===== src/design/anisotropic_diffusion_filter_macros.svh =====
// assertion macros used by the diffusion filter sequencer
`ifndef ANISOTROPIC_DIFFUSION_FILTER_MACROS_SVH
`define ANISOTROPIC_DIFFUSION_FILTER_MACROS_SVH
`ifndef SYNTHESIS
// same-cycle implication, sampled on clk, off during reset
`define ADF_ASSERT(label, ante, cons) \
  label: assert property (@(posedge clk) disable iff (!rst_n) (ante) |-> (cons)) \
    else $error("adf assertion failed");
// next-cycle implication, sampled on clk, off during reset
`define ADF_ASSERT_NXT(label, ante, cons) \
  label: assert property (@(posedge clk) disable iff (!rst_n) (ante) |=> (cons)) \
    else $error("adf assertion failed");
`else
`define ADF_ASSERT(label, ante, cons)
`define ADF_ASSERT_NXT(label, ante, cons)
`endif
`endif


===== src/design/adf_ram.sv =====
// simple dual-port ram, one write and one registered read port
`timescale 1ns / 1ps
module adf_ram #(
  parameter int DEPTH = 256,
  parameter int WIDTH = 8,
  localparam int AW = $clog2(DEPTH)
) (
  input  logic             clk,
  input  logic             we,
  input  logic [AW-1:0]    waddr,
  input  logic [WIDTH-1:0] wdata,
  input  logic             re,
  input  logic [AW-1:0]    raddr,
  output logic [WIDTH-1:0] rdata
);

  logic [WIDTH-1:0] mem [DEPTH];
  logic [WIDTH-1:0] rdata_r;

  // write port
  always_ff @(posedge clk) begin
    if (we) begin
      mem[waddr] <= wdata;
    end
  end

  // read port, data held until the next read
  always_ff @(posedge clk) begin
    if (re) begin
      rdata_r <= mem[raddr];
    end
  end

  assign rdata = rdata_r;

endmodule


===== config.mk =====
export PLATFORM = sky130hd
export DESIGN_NAME = adf_ram
export DESIGN_NICKNAME = d
export VERILOG_FILES = /design/src/design/anisotropic_diffusion_filter_macros.svh /design/src/design/adf_ram.sv
export SDC_FILE = /design/constraint.sdc
export NUM_CORES = 2
export LEC_CHECK = 0
export BUFFER_PORTS_ARGS = -buffer_cell sky130_fd_sc_hd__buf_2
export CAP_MARGIN = 25
export CORE_MARGIN = 2
export CORE_UTILIZATION = 43
export DETAILED_ROUTE_END_ITERATION = 8
export GPL_TIMING_DRIVEN = 0
export PLACE_DENSITY = 0.64
export SLEW_MARGIN = 25
export SYNTH_ARGS = -nofsm -noshare
export SYNTH_HDL_FRONTEND = slang
export SYNTH_SLANG_ARGS = --single-unit
export TNS_END_PERCENT = 1

===== constraint.sdc =====
create_clock -name clk -period 3 [get_ports clk]
set_clock_uncertainty 0.05 [all_clocks]
set_input_delay 0.3 -clock clk [delete_from_list [all_inputs] [get_ports clk]]
set_output_delay 0.3 -clock clk [all_outputs]
set_load 0.01 [all_outputs]

==> out/results.ini <==
[clock_tree]
numCtsBuffers=203
clock_latency_ns=0.86
tritoncts=yes
clock_path_buffers=3
root_buffer=clkbuf_16
cts_setup_buffers=0
path_clk_slew_ns=0.06
htreeDepth=4
cts_sinks=2056

[global_routing]
grt_max_degree=131
grt_pass1_vias=40341
antenna_found_initial=16
gr-total-overflow=0
grt_pass1_wl_um=326000
grtUsageTotal=0.253

[power]
p_switching_uw=13300
p_leak_uw=0.0279
peakVddDrop_v=0.000613
powerDensity_nw_per_um2=659
p_int_uw=46500
p_comb_frac=0.058
seq_power_share=0.530
power_frac_clock=0.412
power_uw=59800
swShare=0.223

[synthesis]
synthFlopType=edfxtp_1
ys_types=54
ys_seq_area_frac=0.775
yosysTopAreaCell=edfxtp_1
syn_inst=3733
yosys-top-cells-area=edfxtp_1, mux4_2, mux2i_1
yosys_warnings=0
synth_top_area_frac=0.775
synth-async-reset-ratio=0
post_synth.cell_area_avg_sq_um=21.3
ys_seq_elements=2056
synth_nets=3760
synth_edf_count=2056
syn_area_sq_um=79600

[sta]
timing.final.crit_share=1.06
hold_violations=0
setup_slack_ns=-0.178
slew_viol_final=0
rsz0062_at_grt=true
tightest_slew_ns=1.10
relSlewSlack=0.262
setup_viol=8
clock.fmax_mhz=315
fin_crit_ns=3.18

[detailed_routing]
vias=41502
met3_length_um=27400
met2_wirelength_um=111000
drt_wl_total_um=238000
firstDrtPassIters=8
wl_per_cell_um=35.8
ant_nets=0
vias_per_cell=6.24
routed.top_layer=met5
route.detailed.drc=0
wl_met1_um=87700
drt_iter0_markers=6857

[place]
post-place-ws_ns=-1.77
dp_hpwl_um=162000
routabilityCongestion=0.958
placed_cells=6258
port_buffers=27

[layout]
finalNonFillerCells=6647
syn2layout_area_growth_pct=13.9
nFillCells=14606
nNetsFinal=4035
layout-drive-gt1-share=0.245

[worst_hold_path]
hold_path.class=input pin to flop

[worst_setup_path]
crit_type=input pin to flop
worst_setup_path_end_kind=flop
crit_arrival_ns=3.69
critPathLaunchType=input pin
worstPathMaxFanout=10
cp_data_required_time_ns=3.51

[floorplanning]
start_util=0.434
fp.coreArea_sq_um=183000
rows=157
die-area_sq_um=189000
die_h_um=434
die_w_um=434
ios=35

[outcome]
status=finished, violations left
violations=negative setup slack

[run]
cap_violations=0

[sequential cells by signal, indices dropped and copies added, names as in the netlist]
name	cells
mem	2048
rdata	8
[critical path, stage by stage]
cell      delay (ns)
buf_2           0.12
buf_2           0.36
nor2b_1         0.18
buf_1           0.45
clkbuf_1        0.81
a22oi_1         0.24
a21oi_1         0.39
nor4_1          0.15
nor4_4          0.67
[kinds of logic after synthesis]
kind of cell    synth area share
flops                      0.775
simple gates              0.0263
buf+inv                   0.0183
mux                        0.146
compound gates            0.0342
[cells in the mapped netlist (5+ instances only)]
cell / n
edfxtp_1: 2056
mux4_2: 454
nor2_1: 282
mux2i_1: 134
a22oi_1: 133
clkbuf_1: 111
a21oi_1: 96
o221ai_1: 46
nand3_1: 34
nand2_1: 33
buf_2: 31
nor2b_1: 31
o22ai_1: 28
buf_4: 27
nor4_1: 24
buf_1: 22
nor3_1: 22
buf_6: 21
a211oi_1: 16
a221oi_1: 13
buf_8: 13
nand4_1: 10
o211ai_1: 10
o21ai_0: 10
a22o_1: 8
buf_12: 8
nand2b_1: 8
and2_1: 6
o22a_1: 5
[metrics by stage]
step	TNS [ns]	utilization	hold slack (ns)	area, sq um
floorplan	0	-	0.349	79600
global placement	-4103.70	0.452	0.673	82900
detailed placement	-374.97	0.457	0.544	83900
CTS	-0.0204	0.494	0.285	90600
global route	-0.0941	0.494	0.310	90700
finish	-0.912	0.494	0.297	90700
[what timing repair did]
action | 4_1_cts | 5_1_grt
setup endpoints to repair | 8 | 7
pin swaps | 0 | 0
endpoints found under the hold margin | 406 | 0
gates resized for setup | 77 | 17
hold buffers | 9 | 0
[cell usage in the layout (no fill, tap or decap), types with 8 or more instances in the layout]
master         count
mux4_2           454
dlygate4sd3_1      9
o22ai_1           28
buf_2             54
nor2_1           271
clkbuf_4           8
nor4_2            11
a221oi_1           9
o211ai_1          10
diode_2            8
buf_4             33
mux2i_1          134
a22o_1             8
clkbuf_1         102
a21oi_1           92
bufinv_16         13
nand4_1           10
nor3_1            19
buf_1             10
nor2b_1           30
nand2b_1           8
a211oi_1          16
clkinv_1          49
o221ai_1          46
edfxtp_1        2056
nand3_1           34
nor2_2            11
buf_8             21
o21ai_0           10
buf_12            10
buf_6             22
clkbuf_2          55
buf_16            29
nand2_1           32
a22oi_1          133
clkinv_2          32
clkbuf_16        205
nor4_4            11
[metal layers]
metal | global-route usage | vias up
met1 | 0.336 | 22061
met3 | 0.0662 | 500
met5 | 0 | -
met4 | 0.114 | 4
met2 | 0.393 | 2649
li1 | - | 16288
[power by group through the flow]
stage	registers (uW)	clock network [uW]	logic, uW
after floorplan	32300	0	1540
after global placement	32400	0	3180
after CTS	31700	24600	3420
after global routing	31700	25800	3550
after detailed placement	32300	0	3340
final	31700	24600	3490
[path summary, 6_finish.rpt]
kind	startpoint	endpoint	slack [ns]	cells after the start
setup / recovery	raddr[3]	rdata[6]	-0.18	9
hold / removal	wdata[3]	mem[79][3]	0.30	2
setup reg to reg	mem[211][3]	rdata[3]	0.06	6
hold reg to reg	mem[32][5]	rdata[5]	1.18	6
[area by class of cell]
cell class	count	area (sq um)	share of cell area
Tap cell	2464	3080	0.0340
Timing Repair Buffer	72	1180	0.0130
Sequential cell	2056	61700	0.681
Inverter	2	7.51	0.0000827
Clock buffer	258	5330	0.0587
Antenna cell	8	20.0	0.000221
Buffer	231	1580	0.0174
Multi-Input combinational cell	1442	16800	0.185
Clock inverter	114	990	0.0109
(Power assumes the default switching activity.)
