[src/design/anisotropic_diffusion_filter_macros.svh]
// assertion macros used by the diffusion filter sequencer
`ifndef ANISOTROPIC_DIFFUSION_FILTER_MACROS_SVH
`define ANISOTROPIC_DIFFUSION_FILTER_MACROS_SVH
`ifndef SYNTHESIS
// same-cycle implication, sampled on clk, off during reset
`define ADF_ASSERT(label, ante, cons) \
  label: assert property (@(posedge clk) disable iff (!rst_n) (ante) |-> (cons)) \
    else $error("adf assertion failed");
// next-cycle implication, sampled on clk, off during reset
`define ADF_ASSERT_NXT(label, ante, cons) \
  label: assert property (@(posedge clk) disable iff (!rst_n) (ante) |=> (cons)) \
    else $error("adf assertion failed");
`else
`define ADF_ASSERT(label, ante, cons)
`define ADF_ASSERT_NXT(label, ante, cons)
`endif
`endif

[src/design/adf_pkg.sv]
// types and constants of the anisotropic diffusion filter
`timescale 1ns / 1ps
package adf_pkg;

  // pixel and frame geometry
  localparam int PIX_W      = 8;
  localparam int PIX_MAX    = 255;
  localparam int MAX_WIDTH  = 1024;
  localparam int MAX_HEIGHT = 4096;
  localparam int COL_W      = $clog2(MAX_WIDTH);
  localparam int ROW_W      = $clog2(MAX_HEIGHT);

  // configuration registers
  localparam int CFG_WIDTH_W  = 11;
  localparam int CFG_HEIGHT_W = 13;
  localparam int LAMBDA_W     = 15;
  localparam int CFG_DATA_W   = 15;
  localparam int CFG_IDX_W    = 2;
  localparam int WIDTH_RESET  = 640;
  localparam int HEIGHT_RESET = 480;
  localparam int LAMBDA_RESET = 15073;

  // conductance table
  localparam int TBL_DEPTH       = 256;
  localparam int TBL_AW          = $clog2(TBL_DEPTH);
  localparam int COND_W          = 17;
  localparam int COND_FRAC_BITS  = 16;
  localparam int LAMBDA_FRAC_BITS = 16;
  localparam int SHIFT           = LAMBDA_FRAC_BITS + COND_FRAC_BITS;

  // flux arithmetic widths
  localparam int DIFF_W  = PIX_W + 1;
  localparam int TERM_W  = COND_W + 1 + DIFF_W;
  localparam int ACC_W   = TERM_W + 2;
  localparam int MPROD_W = LAMBDA_W + 1 + ACC_W;
  localparam int DELTA_W = MPROD_W - SHIFT;
  localparam int SUM_W   = DELTA_W + 1;

  // neighbours walked per pixel, plus one drain step
  localparam int NB_COUNT = 4;
  localparam int K_W      = $clog2(NB_COUNT + 1);

  typedef enum logic {
    OP_PIXEL = 1'b0,
    OP_TABLE = 1'b1
  } op_t;

  typedef enum logic [CFG_IDX_W-1:0] {
    REG_WIDTH  = 2'd0,
    REG_HEIGHT = 2'd1,
    REG_LAMBDA = 2'd2
  } cfg_reg_t;

  typedef enum logic [1:0] {
    NB_NORTH = 2'd0,
    NB_SOUTH = 2'd1,
    NB_WEST  = 2'd2,
    NB_EAST  = 2'd3
  } nb_sel_t;

  typedef enum logic [2:0] {
    ST_IDLE,
    ST_FETCH,
    ST_FLUX,
    ST_MUL,
    ST_FIN,
    ST_EMIT_A,
    ST_EMIT_B
  } state_t;

  typedef struct packed {
    logic    clr;
    logic    issue;
    nb_sel_t sel;
    logic    acc;
    logic    mul;
    logic    fin;
  } flux_ctl_t;

endpackage

[src/design/adf_flux.sv]
// flux datapath: conductance lookup, accumulate, lambda scale and clamp
`timescale 1ns / 1ps
module adf_flux (
  input  logic                                 clk,
  input  adf_pkg::flux_ctl_t                   ctl,
  input  logic [adf_pkg::PIX_W-1:0]            cen,
  input  logic [adf_pkg::PIX_W-1:0]            north,
  input  logic [adf_pkg::PIX_W-1:0]            south,
  input  logic [adf_pkg::PIX_W-1:0]            west,
  input  logic [adf_pkg::PIX_W-1:0]            east,
  input  logic [adf_pkg::LAMBDA_W-1:0]         lambda,
  input  logic [adf_pkg::COND_W-1:0]           tbl_rdata,
  output logic                                 tbl_re,
  output logic [adf_pkg::TBL_AW-1:0]           tbl_raddr,
  output logic [adf_pkg::PIX_W-1:0]            res
);

  logic        [adf_pkg::PIX_W-1:0]   nb;
  logic signed [adf_pkg::DIFF_W-1:0]  d;
  logic signed [adf_pkg::DIFF_W-1:0]  d_neg;
  logic signed [adf_pkg::DIFF_W-1:0]  d_r;
  logic signed [adf_pkg::TERM_W-1:0]  term;
  logic signed [adf_pkg::ACC_W-1:0]   acc_r;
  logic signed [adf_pkg::MPROD_W-1:0] mprod;
  logic signed [adf_pkg::MPROD_W-1:0] mprod_r;
  logic signed [adf_pkg::DELTA_W-1:0] delta;
  logic signed [adf_pkg::SUM_W-1:0]   sum;
  logic        [adf_pkg::PIX_W-1:0]   clamped;
  logic        [adf_pkg::PIX_W-1:0]   res_r;

  // neighbour select and signed difference to the centre
  always_comb begin
    case (ctl.sel)
      adf_pkg::NB_NORTH: nb = north;
      adf_pkg::NB_SOUTH: nb = south;
      adf_pkg::NB_WEST:  nb = west;
      default:           nb = east;
    endcase
  end

  assign d     = $signed({1'b0, nb}) - $signed({1'b0, cen});
  assign d_neg = -d;

  // table address is the magnitude of the difference
  assign tbl_re    = ctl.issue;
  assign tbl_raddr = d[adf_pkg::DIFF_W-1] ? d_neg[adf_pkg::TBL_AW-1:0] : d[adf_pkg::TBL_AW-1:0];

  // conductance times difference for the neighbour looked up last cycle
  assign term = $signed({1'b0, tbl_rdata}) * d_r;

  // lambda scaling of the flux sum
  assign mprod = $signed({1'b0, lambda}) * acc_r;

  // floor shift, add to the centre and clamp to pixel range
  assign delta = $signed(mprod_r[adf_pkg::MPROD_W-1:adf_pkg::SHIFT]);
  assign sum   = adf_pkg::SUM_W'($signed({1'b0, cen})) + adf_pkg::SUM_W'(delta);

  always_comb begin
    if (sum < 0) begin
      clamped = '0;
    end else if (sum > $signed(adf_pkg::SUM_W'(adf_pkg::PIX_MAX))) begin
      clamped = adf_pkg::PIX_W'(adf_pkg::PIX_MAX);
    end else begin
      clamped = sum[adf_pkg::PIX_W-1:0];
    end
  end

  // datapath registers
  always_ff @(posedge clk) begin
    if (ctl.issue) begin
      d_r <= d;
    end
    if (ctl.clr) begin
      acc_r <= '0;
    end else if (ctl.acc) begin
      acc_r <= acc_r + adf_pkg::ACC_W'(term);
    end
    if (ctl.mul) begin
      mprod_r <= mprod;
    end
    if (ctl.fin) begin
      res_r <= clamped;
    end
  end

  assign res = res_r;

endmodule

[config.mk]
export PLATFORM = sky130hd
export DESIGN_NAME = adf_flux
export DESIGN_NICKNAME = d
export VERILOG_FILES = /design/src/design/anisotropic_diffusion_filter_macros.svh /design/src/design/adf_pkg.sv /design/src/design/adf_flux.sv
export SDC_FILE = /design/constraint.sdc
export NUM_CORES = 2
export LEC_CHECK = 0
export CORE_UTILIZATION = 32
export DETAILED_ROUTE_END_ITERATION = 16
export DONT_BUFFER_PORTS = 1
export GPL_TIMING_DRIVEN = 0
export REMOVE_ABC_BUFFERS = 1
export SLEW_MARGIN = 25
export SYNTH_ARGS = -nofsm -noshare
export SYNTH_HDL_FRONTEND = slang
export SYNTH_SLANG_ARGS = --single-unit
[constraint.sdc]
create_clock -name clk -period 9.1 [get_ports clk]
set_clock_uncertainty 0.05 [all_clocks]
set_input_delay 0.91 -clock clk [delete_from_list [all_inputs] [get_ports clk]]
set_output_delay 0.91 -clock clk [all_outputs]
set_load 0.1 [all_outputs]
==> impl_summary.md <==
Final layout
The number of diodes added for antenna fixing is 0. Of the cells placed in the final design, the portion with a size suffix greater than 1 is under 10%. Fill cells in the final layout number between 7000 and 8000.

Relative to the synthesized area, the layout overhead comes to 5.436%. The final net count is about 3300. Summing all multi-input logic gate instances after layout gives ~0.019 mm2. Cells fill about a third of the core in the end. The sequential cells in the finished layout cover a total of 0.001481 mm2.

Detailed routing
The count of TritonRoute iterations in the first routing pass is 5. Dividing the detail-routed via count by the number of cells gives between 4 and 5. In this run the remaining antenna-violating nets after routing total 0. The routed layout has about 16000 vias.

In this run, the number of DRC markers left after iteration 0 of detailed routing was 750. For this block, the routed nets add up to around 54 mm of wire. For this run, design rule violations remaining after detail routing come to 0.

The detail-routed net length per standard cell is between 15 and 20 um.

Synthesis
Sequential elements use between 6 and 7% of the synthesized area. Counting instances in the post-synthesis netlist gives the leading cell types as sky130_fd_sc_hd__inv_1, sky130_fd_sc_hd__fa_1, sky130_fd_sc_hd__nand2_1. The cell taking the most area after synthesis is sky130_fd_sc_hd__fa_1. The number of flops mapped to enable cells by yosys is 30. The synthesized netlist occupies a cell area of about 0.023 mm2.

The fraction of post-synthesis cell area in the top cell type by area is a little under half. The number of different library cells used by synthesis comes to 56. The async set-or-reset flop fraction in the synthesized netlist is 0%.

The synthesized design contains 59 register bits. The mean instance size in the synthesized netlist is between 9 and 10 um2. The instance count of the mapped netlist is ~2500. The prevailing post-synth register cell is sky130_fd_sc_hd__edfxtp_1.

The most used standard cell by instance count after synthesis is sky130_fd_sc_hd__inv_1. During synthesis, Yosys emitted a total of 0 warnings. Ranked by total cell area, the synthesized netlist is headed by sky130_fd_sc_hd__fa_1, sky130_fd_sc_hd__ha_1, sky130_fd_sc_hd__inv_1, sky130_fd_sc_hd__and2_1, sky130_fd_sc_hd__nand2_1.

Timing
Setup repair after global routing left no endpoint under its margin. The total negative slack is 0 ns. The final hold violation count came to 0.

The final setup violation count is 0. The final-report max-slew violation count is 0. The actual slew at the worst max-slew pin is 1.025 ns.

The final critical delay including setup and external delays is around 7.1 ns. The headroom to the max-slew limit is a little under a third. The period utilization is between 70% and 80%. For this run, the top clock speed supported by timing is between 0.1 and 0.15 GHz.

Critical path
Along the worst path, the maximum fanout reaches 17. Data arrives at the worst endpoint at ~7.1 ns. The minimum setup slack among reg-to-reg paths is slightly above 2 ns.

In this run the number of cells on the critical path is 20. On the critical path the largest part of the delay comes from adder cells. The category of the worst setup path capture point is a flop.

STA classifies the critical path startpoint as a flop. The cell with the most instances on the worst path is sky130_fd_sc_hd__fa_1. The required time at the worst-slack endpoint is 9.16 ns. Walking the worst path, the cells encountered are nand2_1 > fa_1 > fa_1 > fa_1 > inv_1 > fa_1 > fa_1 > inv_1 > fa_1 > inv_1 > ha_1 > and4_1 > nand2_1 > a211oi_1 > and2_1 > a21bo_2 > a21boi_1 > o21bai_1 > a21oi_1 > xnor2_1. The buffers plus inverters on the worst setup path is 3. The critical path in this run is classified as flop to flop. The worst register-to-register path has a depth of 20.

The largest stage delay on the critical path is 1.00 ns. In this run the critical register-to-register path is captured at mprod_r[38]. The critical register-to-register path startpoint is acc_r[23]. The slowest stage of the critical path belongs to the cell sky130_fd_sc_hd__dfxtp_1.

Clock tree
The clock tree buffer depth is 2. In this run, post-CTS repair resized a total of 0 instances. After clock tree synthesis, the setup repair step added 0 buffers. The clock tree synthesis step divided the H-tree into 3 levels. The TritonCTS clock tree is done. The insertion delay of the later-clocked pin in the worst-skew pair is between 0.3 and 0.4 ns. The number of hold-repair buffers added at the cts stage is 0.

Counting the buffers created by CTS gives 9. The total clock sinks is slightly below 60. The library cell used as clock root buffer is sky130_fd_sc_hd__clkbuf_16. After clock tree synthesis, the clock-pin slew on the worst setup and hold paths is approximately 0.07 ns.

Die
The placeable core region is between 0.07 and 0.08 mm2. The count of standard-cell rows is just under 100. 97 I/O pins were placed. The die covers roughly 0.074 mm2. The height of the die is between 200 and 300 um. The die extent in x is 271.9 um. The effective utilization at floorplan is around 32%.

Placement
Routability-driven placement finished with a final weighted congestion of 0.7910. The number of buffers inserted by port buffering is 0. The sum of net half-perimeters after detailed placement is 42.47 mm.

Global routing
The maximum number of pins on one net before global-route repair is 34. The global-route total usage across every layer is 15.55%. The total overflow left after global routing is 0. The first-pass GRT wire length is slightly above 90 mm.

The number of global-route vias before repair is 17340. The number of antenna violations at the first check in global routing is 1.

Hold path
The startpoint of the worst hold path is ctl[6]. Counting instances, the worst hold path has a depth of 1. The hold path endpoint is acc_r[1]. The type of the most critical hold path is primary input to flop.

Status
The flow ran to the end, and the final reports show no timing, DRC or antenna violations.

Flow run
Across the run, the number of max-cap violations was 0.
worst max-delay path by stage:
stage / endpoint / startpoint / slack, ns
after detailed placement: mprod_r[44] / acc_r[12] / 2.08
after CTS: mprod_r[44] / acc_r[12] / 2.04
after global placement: mprod_r[44] / acc_r[12] / 2.03
after global routing: mprod_r[44] / acc_r[28] / 1.67
after floorplan: mprod_r[44] / lambda[1] / 2.69
final: mprod_r[38] / acc_r[23] / 2.03
state kept, by name, summed over array words and instances (netlist names):
signal   flops
res          8
acc_r       29
mprod_r     13
d_r          9
final cells by class:
cell class | instances | area share, %
clock buffer | 9 | 0.9160
clock inverter | 7 | 0.2443
inverter | 631 | 9.634
multi-input combinational | 1735 | 77.78
sequential | 59 | 6.025
tap | 950 | 4.835
timing repair buffer | 6 | 0.5700
logic make-up (layout without fill, tap and decap cells):
logic type / count (synthesis) / in the layout / synth area share (%)
compound gates: 168 / 168 / 4.674
xor+xnor: 65 / 65 / 2.441
fa+ha+maj: 746 / 746 / 57.57
buf+inv: 738 / 653 / 11.92
flops: 59 / 59 / 6.353
mux: 31 / 31 / 1.760
simple gates: 725 / 725 / 15.28
worst register-to-register path, delay by kind of cell (launching register included):
| family | cells | cell delay, ns |
|---|---|---|
| AOI/OAI and AO/OA | 5 | 1.42 |
| xor gates and xnor gates | 1 | 0.14 |
| adders and majority gates | 7 | 3.37 |
| buffers and inverters | 3 | 0.14 |
| DFF | 1 | 1.00 |
| and+or+nand+nor | 4 | 0.72 |
layout by cell type (no fill, tap or decap), types with 5 or more instances in the layout:
master / count
sky130_fd_sc_hd__inv_1: 628
sky130_fd_sc_hd__fa_1: 545
sky130_fd_sc_hd__nand2_1: 338
sky130_fd_sc_hd__and2_1: 269
sky130_fd_sc_hd__ha_1: 201
sky130_fd_sc_hd__a21oi_1: 55
sky130_fd_sc_hd__nor2_1: 48
sky130_fd_sc_hd__xnor2_1: 32
sky130_fd_sc_hd__edfxtp_1: 30
sky130_fd_sc_hd__dfxtp_1: 29
sky130_fd_sc_hd__xor2_1: 27
sky130_fd_sc_hd__a21o_1: 26
sky130_fd_sc_hd__mux2i_1: 23
sky130_fd_sc_hd__o21ai_1: 18
sky130_fd_sc_hd__nor2b_1: 16
sky130_fd_sc_hd__nand2b_1: 15
sky130_fd_sc_hd__nand3_1: 12
sky130_fd_sc_hd__o21ai_0: 10
sky130_fd_sc_hd__clkbuf_16: 9
sky130_fd_sc_hd__mux4_2: 8
sky130_fd_sc_hd__a211oi_1: 8
sky130_fd_sc_hd__o21bai_1: 7
sky130_fd_sc_hd__o21a_1: 6
sky130_fd_sc_hd__nor3_1: 6
sky130_fd_sc_hd__xnor2_2: 6
sky130_fd_sc_hd__nand4_1: 5
sky130_fd_sc_hd__o211ai_1: 5
layer usage:
metal	part of all wire, %	wire (um)	global-route usage [%]	vias up
met5	0	0	0	-
met4	2.1	1137	3.918	0
met3	5.0	2693	2.504	56
met2	49	26650	26.50	304
met1	44	23480	20.51	8259
li1	-	-	-	7258
metrics by stage:
stage          hold slack (ns)  instances  setup WS (ns)  area (um2)
3_5_place_dp            0.6899       3381          2.081       24300
4_1_cts                 0.5571       3397          2.043       24590
3_3_place_gp            0.6911       3375          2.030       24100
2_1_floorplan           0.5468       2425          2.686       22910
6_report                0.5680       3397          2.032       24590
5_1_grt                 0.5572       3397          1.671       24590
Power is left out: the tool's default activity adds up to more than one toggle a clock period on the data nets, which glitch-free logic cannot reach.
