$ cat config.mk
export PLATFORM = sky130hd
export DESIGN_NAME = adf_ctrl
export DESIGN_NICKNAME = d
export VERILOG_FILES = /design/src/design/adf_pkg.sv /design/src/design/adf_ctrl.sv
export VERILOG_INCLUDE_DIRS = /design/src /design/src/design
export SDC_FILE = /design/constraint.sdc
export NUM_CORES = 1
export LEC_CHECK = 0
export BUFFER_PORTS_ARGS = -buffer_cell sky130_fd_sc_hd__clkbuf_2
export CAP_MARGIN = 20
export CORE_MARGIN = 10
export CORE_UTILIZATION = 54
export DETAILED_ROUTE_END_ITERATION = 8
export PLACE_DENSITY = 0.86
export SLEW_MARGIN = 5
export SYNTH_ARGS = -nofsm -noshare
export SYNTH_HDL_FRONTEND = slang
export SYNTH_SLANG_ARGS = --single-unit
$ cat constraint.sdc
create_clock -name clk -period 7.3 [get_ports clk]
set_clock_uncertainty 0.15 [all_clocks]
set_input_delay 0.365 -clock clk [delete_from_list [all_inputs] [get_ports clk]]
set_output_delay 0.365 -clock clk [all_outputs]
set_load 0.02 [all_outputs]
$ cat src/design/anisotropic_diffusion_filter_macros.svh
// assertion macros used by the diffusion filter sequencer
`ifndef ANISOTROPIC_DIFFUSION_FILTER_MACROS_SVH
`define ANISOTROPIC_DIFFUSION_FILTER_MACROS_SVH
`ifndef SYNTHESIS
// same-cycle implication, sampled on clk, off during reset
`define ADF_ASSERT(label, ante, cons) \
  label: assert property (@(posedge clk) disable iff (!rst_n) (ante) |-> (cons)) \
    else $error("adf assertion failed");
// next-cycle implication, sampled on clk, off during reset
`define ADF_ASSERT_NXT(label, ante, cons) \
  label: assert property (@(posedge clk) disable iff (!rst_n) (ante) |=> (cons)) \
    else $error("adf assertion failed");
`else
`define ADF_ASSERT(label, ante, cons)
`define ADF_ASSERT_NXT(label, ante, cons)
`endif
`endif

$ cat src/design/adf_pkg.sv
// types and constants of the anisotropic diffusion filter
`timescale 1ns / 1ps
package adf_pkg;

  // pixel and frame geometry
  localparam int PIX_W      = 8;
  localparam int PIX_MAX    = 255;
  localparam int MAX_WIDTH  = 1024;
  localparam int MAX_HEIGHT = 4096;
  localparam int COL_W      = $clog2(MAX_WIDTH);
  localparam int ROW_W      = $clog2(MAX_HEIGHT);

  // configuration registers
  localparam int CFG_WIDTH_W  = 11;
  localparam int CFG_HEIGHT_W = 13;
  localparam int LAMBDA_W     = 15;
  localparam int CFG_DATA_W   = 15;
  localparam int CFG_IDX_W    = 2;
  localparam int WIDTH_RESET  = 640;
  localparam int HEIGHT_RESET = 480;
  localparam int LAMBDA_RESET = 15073;

  // conductance table
  localparam int TBL_DEPTH       = 256;
  localparam int TBL_AW          = $clog2(TBL_DEPTH);
  localparam int COND_W          = 17;
  localparam int COND_FRAC_BITS  = 16;
  localparam int LAMBDA_FRAC_BITS = 16;
  localparam int SHIFT           = LAMBDA_FRAC_BITS + COND_FRAC_BITS;

  // flux arithmetic widths
  localparam int DIFF_W  = PIX_W + 1;
  localparam int TERM_W  = COND_W + 1 + DIFF_W;
  localparam int ACC_W   = TERM_W + 2;
  localparam int MPROD_W = LAMBDA_W + 1 + ACC_W;
  localparam int DELTA_W = MPROD_W - SHIFT;
  localparam int SUM_W   = DELTA_W + 1;

  // neighbours walked per pixel, plus one drain step
  localparam int NB_COUNT = 4;
  localparam int K_W      = $clog2(NB_COUNT + 1);

  typedef enum logic {
    OP_PIXEL = 1'b0,
    OP_TABLE = 1'b1
  } op_t;

  typedef enum logic [CFG_IDX_W-1:0] {
    REG_WIDTH  = 2'd0,
    REG_HEIGHT = 2'd1,
    REG_LAMBDA = 2'd2
  } cfg_reg_t;

  typedef enum logic [1:0] {
    NB_NORTH = 2'd0,
    NB_SOUTH = 2'd1,
    NB_WEST  = 2'd2,
    NB_EAST  = 2'd3
  } nb_sel_t;

  typedef enum logic [2:0] {
    ST_IDLE,
    ST_FETCH,
    ST_FLUX,
    ST_MUL,
    ST_FIN,
    ST_EMIT_A,
    ST_EMIT_B
  } state_t;

  typedef struct packed {
    logic    clr;
    logic    issue;
    nb_sel_t sel;
    logic    acc;
    logic    mul;
    logic    fin;
  } flux_ctl_t;

endpackage

$ cat src/design/adf_ctrl.sv
// sequencer: counters, line buffer access, config registers and result register
`timescale 1ns / 1ps
`include "anisotropic_diffusion_filter_macros.svh"
module adf_ctrl (
  input  logic                              clk,
  input  logic                              rst_n,
  // input channel
  input  logic                              in_valid,
  output logic                              in_ready,
  input  logic                              in_op,
  input  logic [adf_pkg::PIX_W-1:0]         in_pixel_in,
  input  logic [adf_pkg::TBL_AW-1:0]        in_table_index,
  input  logic [adf_pkg::COND_W-1:0]        in_table_value,
  // configuration
  input  logic                              cfg_we,
  input  logic [adf_pkg::CFG_IDX_W-1:0]     cfg_index,
  input  logic [adf_pkg::CFG_DATA_W-1:0]    cfg_data,
  // result channel
  output logic                              out_valid,
  input  logic                              out_ready,
  output logic [adf_pkg::PIX_W-1:0]         out_pixel_out,
  output logic                              out_frame_end,
  output logic                              out_run_last,
  // previous row buffer
  output logic                              prev_we,
  output logic [adf_pkg::COL_W-1:0]         prev_waddr,
  output logic [adf_pkg::PIX_W-1:0]         prev_wdata,
  output logic                              prev_re,
  output logic [adf_pkg::COL_W-1:0]         prev_raddr,
  input  logic [adf_pkg::PIX_W-1:0]         prev_rdata,
  // row before previous buffer
  output logic                              prev2_we,
  output logic [adf_pkg::COL_W-1:0]         prev2_waddr,
  output logic [adf_pkg::PIX_W-1:0]         prev2_wdata,
  output logic                              prev2_re,
  output logic [adf_pkg::COL_W-1:0]         prev2_raddr,
  input  logic [adf_pkg::PIX_W-1:0]         prev2_rdata,
  // conductance table write
  output logic                              tbl_we,
  output logic [adf_pkg::TBL_AW-1:0]        tbl_waddr,
  output logic [adf_pkg::COND_W-1:0]        tbl_wdata,
  // flux datapath
  output adf_pkg::flux_ctl_t                flux_ctl,
  output logic [adf_pkg::PIX_W-1:0]         cen,
  output logic [adf_pkg::PIX_W-1:0]         north,
  output logic [adf_pkg::PIX_W-1:0]         south,
  output logic [adf_pkg::PIX_W-1:0]         west,
  output logic [adf_pkg::PIX_W-1:0]         east,
  output logic [adf_pkg::LAMBDA_W-1:0]      lambda,
  input  logic [adf_pkg::PIX_W-1:0]         flux_res
);

  adf_pkg::state_t state_r, state_nxt;

  logic [adf_pkg::CFG_WIDTH_W-1:0]  img_w_r;
  logic [adf_pkg::CFG_HEIGHT_W-1:0] img_h_r;
  logic [adf_pkg::LAMBDA_W-1:0]     lambda_r;
  logic [adf_pkg::COL_W-1:0]        w_m1;
  logic [adf_pkg::ROW_W-1:0]        h_m1;

  logic [adf_pkg::COL_W-1:0] col_r;
  logic [adf_pkg::ROW_W-1:0] row_r;
  logic [adf_pkg::PIX_W-1:0] ws0_r;
  logic [adf_pkg::COL_W-1:0] cur_col_r;
  logic [adf_pkg::PIX_W-1:0] pix_r;
  logic [adf_pkg::PIX_W-1:0] cen_r;
  logic [adf_pkg::PIX_W-1:0] north_r;
  logic [adf_pkg::PIX_W-1:0] west_r;
  logic                      row_zero_r;
  logic                      row_one_r;
  logic                      interior_r;
  logic                      two_r;
  logic                      col_end_r;
  logic [adf_pkg::K_W-1:0]   k_r;

  logic                      out_valid_r;
  logic [adf_pkg::PIX_W-1:0] out_pix_r;
  logic                      out_fe_r;
  logic                      out_rl_r;

  logic                      in_fire;
  logic                      pix_fire;
  logic                      tbl_fire;
  logic                      out_free;
  logic                      out_load;
  logic [adf_pkg::PIX_W-1:0] load_pix;
  logic                      load_fe;
  logic                      load_rl;

  // effective frame size, clamped to the supported range
  always_comb begin
    if (img_w_r < adf_pkg::CFG_WIDTH_W'(3)) begin
      w_m1 = adf_pkg::COL_W'(2);
    end else if (img_w_r > adf_pkg::CFG_WIDTH_W'(adf_pkg::MAX_WIDTH)) begin
      w_m1 = adf_pkg::COL_W'(adf_pkg::MAX_WIDTH - 1);
    end else begin
      w_m1 = adf_pkg::COL_W'(img_w_r - adf_pkg::CFG_WIDTH_W'(1));
    end
    if (img_h_r < adf_pkg::CFG_HEIGHT_W'(3)) begin
      h_m1 = adf_pkg::ROW_W'(2);
    end else if (img_h_r > adf_pkg::CFG_HEIGHT_W'(adf_pkg::MAX_HEIGHT)) begin
      h_m1 = adf_pkg::ROW_W'(adf_pkg::MAX_HEIGHT - 1);
    end else begin
      h_m1 = adf_pkg::ROW_W'(img_h_r - adf_pkg::CFG_HEIGHT_W'(1));
    end
  end

  // handshakes
  assign in_ready = (state_r == adf_pkg::ST_IDLE);
  assign in_fire  = in_valid && in_ready;
  assign pix_fire = in_fire && (in_op == adf_pkg::OP_PIXEL);
  assign tbl_fire = in_fire && (in_op == adf_pkg::OP_TABLE);
  assign out_free = !out_valid_r || out_ready;

  // table writes go straight to the table
  assign tbl_we    = tbl_fire;
  assign tbl_waddr = in_table_index;
  assign tbl_wdata = in_table_value;

  // line buffers: read centre and north at accept, shift columns and read east in fetch
  assign prev_raddr  = (state_r == adf_pkg::ST_FETCH) ?
                       adf_pkg::COL_W'(cur_col_r + 1'b1) : col_r;
  assign prev2_raddr = col_r;
  assign prev2_re    = pix_fire;
  assign prev_re     = pix_fire || (state_r == adf_pkg::ST_FETCH);
  assign prev_we     = (state_r == adf_pkg::ST_FETCH);
  assign prev_waddr  = cur_col_r;
  assign prev_wdata  = pix_r;
  assign prev2_we    = (state_r == adf_pkg::ST_FETCH);
  assign prev2_waddr = cur_col_r;
  assign prev2_wdata = prev_rdata;

  // cross taps for the flux datapath
  assign cen    = cen_r;
  assign north  = north_r;
  assign south  = pix_r;
  assign west   = west_r;
  assign east   = (cur_col_r == adf_pkg::COL_W'(adf_pkg::MAX_WIDTH - 1)) ? '0 : prev_rdata;
  assign lambda = lambda_r;

  // next state, flux sequencing and result loading
  always_comb begin
    state_nxt = state_r;
    flux_ctl  = '0;
    out_load  = 1'b0;
    load_pix  = '0;
    load_fe   = 1'b0;
    load_rl   = 1'b1;
    unique case (state_r)
      adf_pkg::ST_IDLE: begin
        if (pix_fire) begin
          state_nxt = adf_pkg::ST_FETCH;
        end
      end
      adf_pkg::ST_FETCH: begin
        flux_ctl.clr = 1'b1;
        if (row_one_r) begin
          state_nxt = adf_pkg::ST_IDLE;
        end else if (!row_zero_r && interior_r) begin
          state_nxt = adf_pkg::ST_FLUX;
        end else begin
          state_nxt = adf_pkg::ST_EMIT_A;
        end
      end
      adf_pkg::ST_FLUX: begin
        flux_ctl.issue = (k_r < adf_pkg::K_W'(adf_pkg::NB_COUNT));
        flux_ctl.sel   = adf_pkg::nb_sel_t'(k_r[1:0]);
        flux_ctl.acc   = (k_r != '0);
        if (k_r == adf_pkg::K_W'(adf_pkg::NB_COUNT)) begin
          state_nxt = adf_pkg::ST_MUL;
        end
      end
      adf_pkg::ST_MUL: begin
        flux_ctl.mul = 1'b1;
        state_nxt    = adf_pkg::ST_FIN;
      end
      adf_pkg::ST_FIN: begin
        flux_ctl.fin = 1'b1;
        state_nxt    = adf_pkg::ST_EMIT_A;
      end
      adf_pkg::ST_EMIT_A: begin
        load_pix = (!row_zero_r && interior_r) ? flux_res : '0;
        load_rl  = !two_r;
        if (out_free) begin
          out_load  = 1'b1;
          state_nxt = two_r ? adf_pkg::ST_EMIT_B : adf_pkg::ST_IDLE;
        end
      end
      adf_pkg::ST_EMIT_B: begin
        load_fe = col_end_r;
        if (out_free) begin
          out_load  = 1'b1;
          state_nxt = adf_pkg::ST_IDLE;
        end
      end
      default: begin
        state_nxt = adf_pkg::ST_IDLE;
      end
    endcase
  end

  // state register
  always_ff @(posedge clk) begin
    if (!rst_n) begin
      state_r <= adf_pkg::ST_IDLE;
    end else begin
      state_r <= state_nxt;
    end
  end

  // configuration registers
  always_ff @(posedge clk) begin
    if (!rst_n) begin
      img_w_r  <= adf_pkg::CFG_WIDTH_W'(adf_pkg::WIDTH_RESET);
      img_h_r  <= adf_pkg::CFG_HEIGHT_W'(adf_pkg::HEIGHT_RESET);
      lambda_r <= adf_pkg::LAMBDA_W'(adf_pkg::LAMBDA_RESET);
    end else if (cfg_we) begin
      unique case (adf_pkg::cfg_reg_t'(cfg_index))
        adf_pkg::REG_WIDTH:  img_w_r  <= cfg_data[adf_pkg::CFG_WIDTH_W-1:0];
        adf_pkg::REG_HEIGHT: img_h_r  <= cfg_data[adf_pkg::CFG_HEIGHT_W-1:0];
        adf_pkg::REG_LAMBDA: lambda_r <= cfg_data[adf_pkg::LAMBDA_W-1:0];
        default: begin
        end
      endcase
    end
  end

  // raster counters and west tap
  always_ff @(posedge clk) begin
    if (!rst_n) begin
      col_r <= '0;
      row_r <= '0;
      ws0_r <= '0;
    end else begin
      if (pix_fire) begin
        if (col_r >= w_m1) begin
          col_r <= '0;
          row_r <= (row_r >= h_m1) ? '0 : row_r + 1'b1;
        end else begin
          col_r <= col_r + 1'b1;
        end
      end
      if (state_r == adf_pkg::ST_FETCH) begin
        ws0_r <= col_end_r ? '0 : prev_rdata;
      end
    end
  end

  // per-pixel context captured at accept and at fetch
  always_ff @(posedge clk) begin
    if (pix_fire) begin
      cur_col_r  <= col_r;
      pix_r      <= in_pixel_in;
      row_zero_r <= (row_r == '0);
      row_one_r  <= (row_r == adf_pkg::ROW_W'(1));
      interior_r <= (col_r != '0) && (col_r < w_m1);
      two_r      <= (row_r >= h_m1);
      col_end_r  <= (col_r >= w_m1);
    end
    if (state_r == adf_pkg::ST_FETCH) begin
      cen_r   <= prev_rdata;
      north_r <= prev2_rdata;
      west_r  <= ws0_r;
    end
  end

  // neighbour step counter
  always_ff @(posedge clk) begin
    if (!rst_n) begin
      k_r <= '0;
    end else if (state_r == adf_pkg::ST_FETCH) begin
      k_r <= '0;
    end else if (state_r == adf_pkg::ST_FLUX) begin
      k_r <= k_r + 1'b1;
    end
  end

  // result register
  always_ff @(posedge clk) begin
    if (!rst_n) begin
      out_valid_r <= 1'b0;
    end else if (out_load) begin
      out_valid_r <= 1'b1;
    end else if (out_ready) begin
      out_valid_r <= 1'b0;
    end
  end

  always_ff @(posedge clk) begin
    if (out_load) begin
      out_pix_r <= load_pix;
      out_fe_r  <= load_fe;
      out_rl_r  <= load_rl;
    end
  end

  assign out_valid     = out_valid_r;
  assign out_pixel_out = out_pix_r;
  assign out_frame_end = out_fe_r;
  assign out_run_last  = out_rl_r;

  // checks
  `ADF_ASSERT(a_fetch_after_pixel, state_r == adf_pkg::ST_FETCH, $past(pix_fire))
  `ADF_ASSERT(a_mul_after_all_nb, state_r == adf_pkg::ST_MUL, $past(state_r) == adf_pkg::ST_FLUX && $past(k_r) == adf_pkg::K_W'(adf_pkg::NB_COUNT))
  `ADF_ASSERT(a_row_one_silent, out_load, !row_one_r)
  `ADF_ASSERT_NXT(a_table_write_no_work, tbl_fire, state_r == adf_pkg::ST_IDLE)

endmodule
==> results.py <==
metrics = {
    "worst_hold_path": {
        "min_to": "lambda[14]$_SDFFE_PN0P_",
        "hp-start": "cfg_data[14]",
        "hold_depth": 3,
        "hold_class": "input port to register",
    },
    "critical_path": {
        "slowest_delay_ns": 0.51,
        "cp_max_fo": 15,
        "cp.arrival_ns": 4.23,
        "critPathCaptureType": "register",
        "reg2reg_from": "img_h_r[0]$_SDFFE_PN0P_",
        "r2r_slack_ns": 3.25,
        "r2r_end": "row_r[3]$_SDFFE_PN0P_",
        "critical_path_class": "register to register",
        "crit_required_ns": 7.48,
        "cpMaxStageDelayCell": "or4_1",
        "crit_chain": "inv_1 -> ha_1 -> nor3b_1 -> nand2_1 -> nor4_1 -> xor2_1 -> o21ai_0 -> ha_1 -> a21oi_1 -> a21boi_1 -> or4_1 -> a21oi_2 -> nand2_1 -> o31ai_1",
        "worstRegToRegCells": 14,
        "startpoint_type": "register",
    },
    "sta": {
        "max_slew.worst_pin.slew_ns": 1.12,
        "min_period_ns": 4.05,
        "setup_viol": 0,
        "finalHoldViolations": 0,
        "clock.fmax_mhz": 247,
        "max_slew_margin_pct": 25.0,
        "period_share_pct": 55.5,
        "tns_ns": 0,
        "slew_violations": 0,
        "timing.final.ws_setup_ns": 3.25,
        "grt_setup_unrepaired": "false",
    },
    "clock_tree": {
        "clk_latency_ns": 0.42,
        "clk_pin_slew_ns": 0.06,
        "cts_max_level": 4,
        "cts_tree": "yes",
        "cts_buffers": 17,
        "clock-sinks": 133,
        "cts-root-buf": "clkbuf_16",
        "clockBufferDepth": 2,
    },
    "detailed_routing": {
        "wl_mm": 17.9,
        "drtIter0Drc": 339,
        "vias": 5770,
        "drt-vias-per-instance": 5.43,
        "route.detailed.drc": 0,
        "routedWlPerCell_um": 16.9,
        "ant_nets": 0,
        "dr.pass1.iters": 4,
    },
    "die": {
        "io_pins": 240,
        "initial_core_util_pct": 55.8,
        "fp-row-count": 40,
        "die_area_mm2": 0.0174,
        "design.core.area_mm2": 0.0122,
        "die_h_um": 132,
        "die_w_um": 132,
    },
    "layout": {
        "final_layout_size_suffix_gt1_share_pct": 26.2,
        "fillCellCount": 957,
        "antenna_cells": 0,
        "area_delta_synth_final_pct": 21.5,
        "layout.cells.non_filler": 1062,
        "fin_nets": 993,
        "final_area_mm2": 0.00824,
    },
    "pwr": {
        "swShare_pct": 27.5,
        "power_uw": 2010,
        "p_leak_uw": 0.00349,
        "p_per_area_mw_per_mm2": 244,
        "p_int_uw": 1460,
        "ir_worst_vdd_mv": 0.129,
        "switching_power_uw": 553,
        "combPwrFrac_pct": 13.7,
        "p_seq_share_pct": 42.2,
        "power.share.clock_pct": 44.1,
    },
    "global_route": {
        "grt_start_max_net_pins": 41,
        "grt_use_total_pct": 20.3,
        "grt.overflow.total": 0,
        "grt_pass1_wl_mm": 29.4,
        "antenna_found_initial": 0,
        "grt_pass1_vias": 5659,
    },
    "synthesis": {
        "yosysSeqAreaShare_pct": 47.7,
        "synthArstFlopShare_pct": 0,
        "ys_ff_latch": 133,
        "synthTopCellsByArea": "edfxtp_1 25%, dfxtp_1 22%, nand2_1 7.0%",
        "synthesis.nets": 845,
        "yosys.cell_types.count": 57,
        "synth_top_area_share_pct": 25.2,
        "ys_warn_count": 0,
        "synth_area_per_cell_um2": 9.25,
        "yosys.area.top_type": "edfxtp_1",
        "netlist_instances": 733,
        "mappedNetlistArea_mm2": 0.00678,
        "synth_edf_count": 57,
        "yosysMostFrequentCell": "nand2_1",
        "synth_ff_type": "dfxtp_1",
        "ys_top_cells_by_count": "127 x nand2_1, 76 x dfxtp_1, 57 x edfxtp_1",
    },
    "placement": {
        "dpl.hpwl_mm": 13.3,
        "gp_congestion": 0.899,
        "preCtsSetupSlack_ns": 3.35,
        "place_inst": 1013,
        "portBuffers": 189,
        "dpl_cell_area_mm2": 0.00745,
    },
    "flow_run": {
        "maxCapViolCount": 0,
    },
    "outcome": {
        "status": "completed",
    },
}
[layout by cell type, fill, tap and decap left out, types with 18 or more instances in the layout]
master,n
clkbuf_2,189
nand3_1,34
o21ai_0,18
nand2_1,127
a21oi_1,52
ha_1,32
nor2_1,40
o21ai_1,22
xor2_1,21
dfxtp_1,76
edfxtp_1,57
[state kept, by name (all words and copies together), names as in the netlist]
signal         count
ws0_r              8
west               8
row_zero_r         1
out_frame_end      1
prev2_raddr       10
cen                8
prev2_waddr       10
prev_wdata         8
row_one_r          1
out_pixel_out      8
img_h_r           13
k_r                3
row_r             12
two_r              1
lambda            15
interior_r         1
state_r            3
north              8
out_valid          1
out_run_last       1
col_end_r          1
img_w_r           11
[cell families (layout without fill, tap and decap cells)]
family | Yosys count | in the layout | synth area share (%)
xor gates and xnor gates | 35 | 35 | 4.52
adders and majority gates | 32 | 32 | 5.90
muxes | 2 | 2 | 0.295
buffers and inverters | 98 | 259 | 8.47
and+or+nand+nor | 308 | 308 | 22.4
AOI/OAI and AO/OA | 125 | 125 | 10.8
DFF | 133 | 133 | 47.7
[power groups by stage]
stage | Combinational (µW) | Clock, µW | Sequential (µW)
CTS | 277 | 898 | 847
finish | 275 | 887 | 848
floorplan | 177 | 0 | 885
global placement | 263 | 0 | 861
detailed placement | 268 | 0 | 863
global route | 298 | 939 | 853
[area by class of cell]
type                            instances  area [µm²]  area share [%]
Timing Repair Buffer                  209        1140            13.8
Multi-Input combinational cell        502        2980            36.1
Clock inverter                         15         193            2.34
Inverter                               18        67.6           0.820
Tap cell                              168         210            2.55
Sequential cell                       133        3230            39.2
Clock buffer                           17         425            5.16
[worst max-delay path by stage]
stage / from / endpoint / slack [ns] / cells past startpoint
floorplan: img_h_r[0]$_SDFFE_PN0P_ / row_r[10]$_SDFFE_PN0P_ / 3.83 / 13
global placement: img_h_r[0]$_SDFFE_PN0P_ / row_r[9]$_SDFFE_PN0P_ / 3.48 / 14
detailed placement: img_h_r[0]$_SDFFE_PN0P_ / row_r[3]$_SDFFE_PN0P_ / 3.35 / 14
CTS: img_h_r[0]$_SDFFE_PN0P_ / row_r[3]$_SDFFE_PN0P_ / 3.29 / 14
global route: img_h_r[0]$_SDFFE_PN0P_ / row_r[3]$_SDFFE_PN0P_ / 2.81 / 14
finish: img_h_r[0]$_SDFFE_PN0P_ / row_r[3]$_SDFFE_PN0P_ / 3.25 / 14
[worst max-delay path, delay by kind of cell (launching register included)]
family | cells | cell delay, ns
AND/OR/NAND/NOR | 5 | 1.56
AO/OA/AOI/OAI | 5 | 1.13
XOR/XNOR | 1 | 0.16
buffers and inverters | 1 | 0.09
adder cells (fa/ha/maj) | 2 | 0.53
flip-flops | 1 | 0.33
[stage by stage]
step | hold WS (ns) | util (%)
finish | 0.0178 | 67.8
global route | 0.0148 | 67.8
CTS | 0.00177 | 67.8
detailed placement | 0.268 | 61.3
global placement | 0.262 | 61.3
floorplan | 0.258 | -
[routing by layer]
metal | part of all wire [%] | wire length, µm | GRT usage [%] | vias up
li1 | - | - | - | 2807
met5 | 0 | 0 | 0 | -
met3 | 9.2 | 1660 | 7.81 | 30
met4 | 1.8 | 319 | 7.05 | 0
met2 | 50 | 8930 | 34.4 | 251
met1 | 39 | 7000 | 22.8 | 2682
[timing repair]
| action | in CTS | in global routing |
|---|---|---|
| hold endpoints to repair | 17 | 0 |
| hold buffers | 17 | 0 |
| setup buffers | 0 | 0 |
| gates resized for setup | 0 | 0 |
Power figures use the tool's default switching activity.
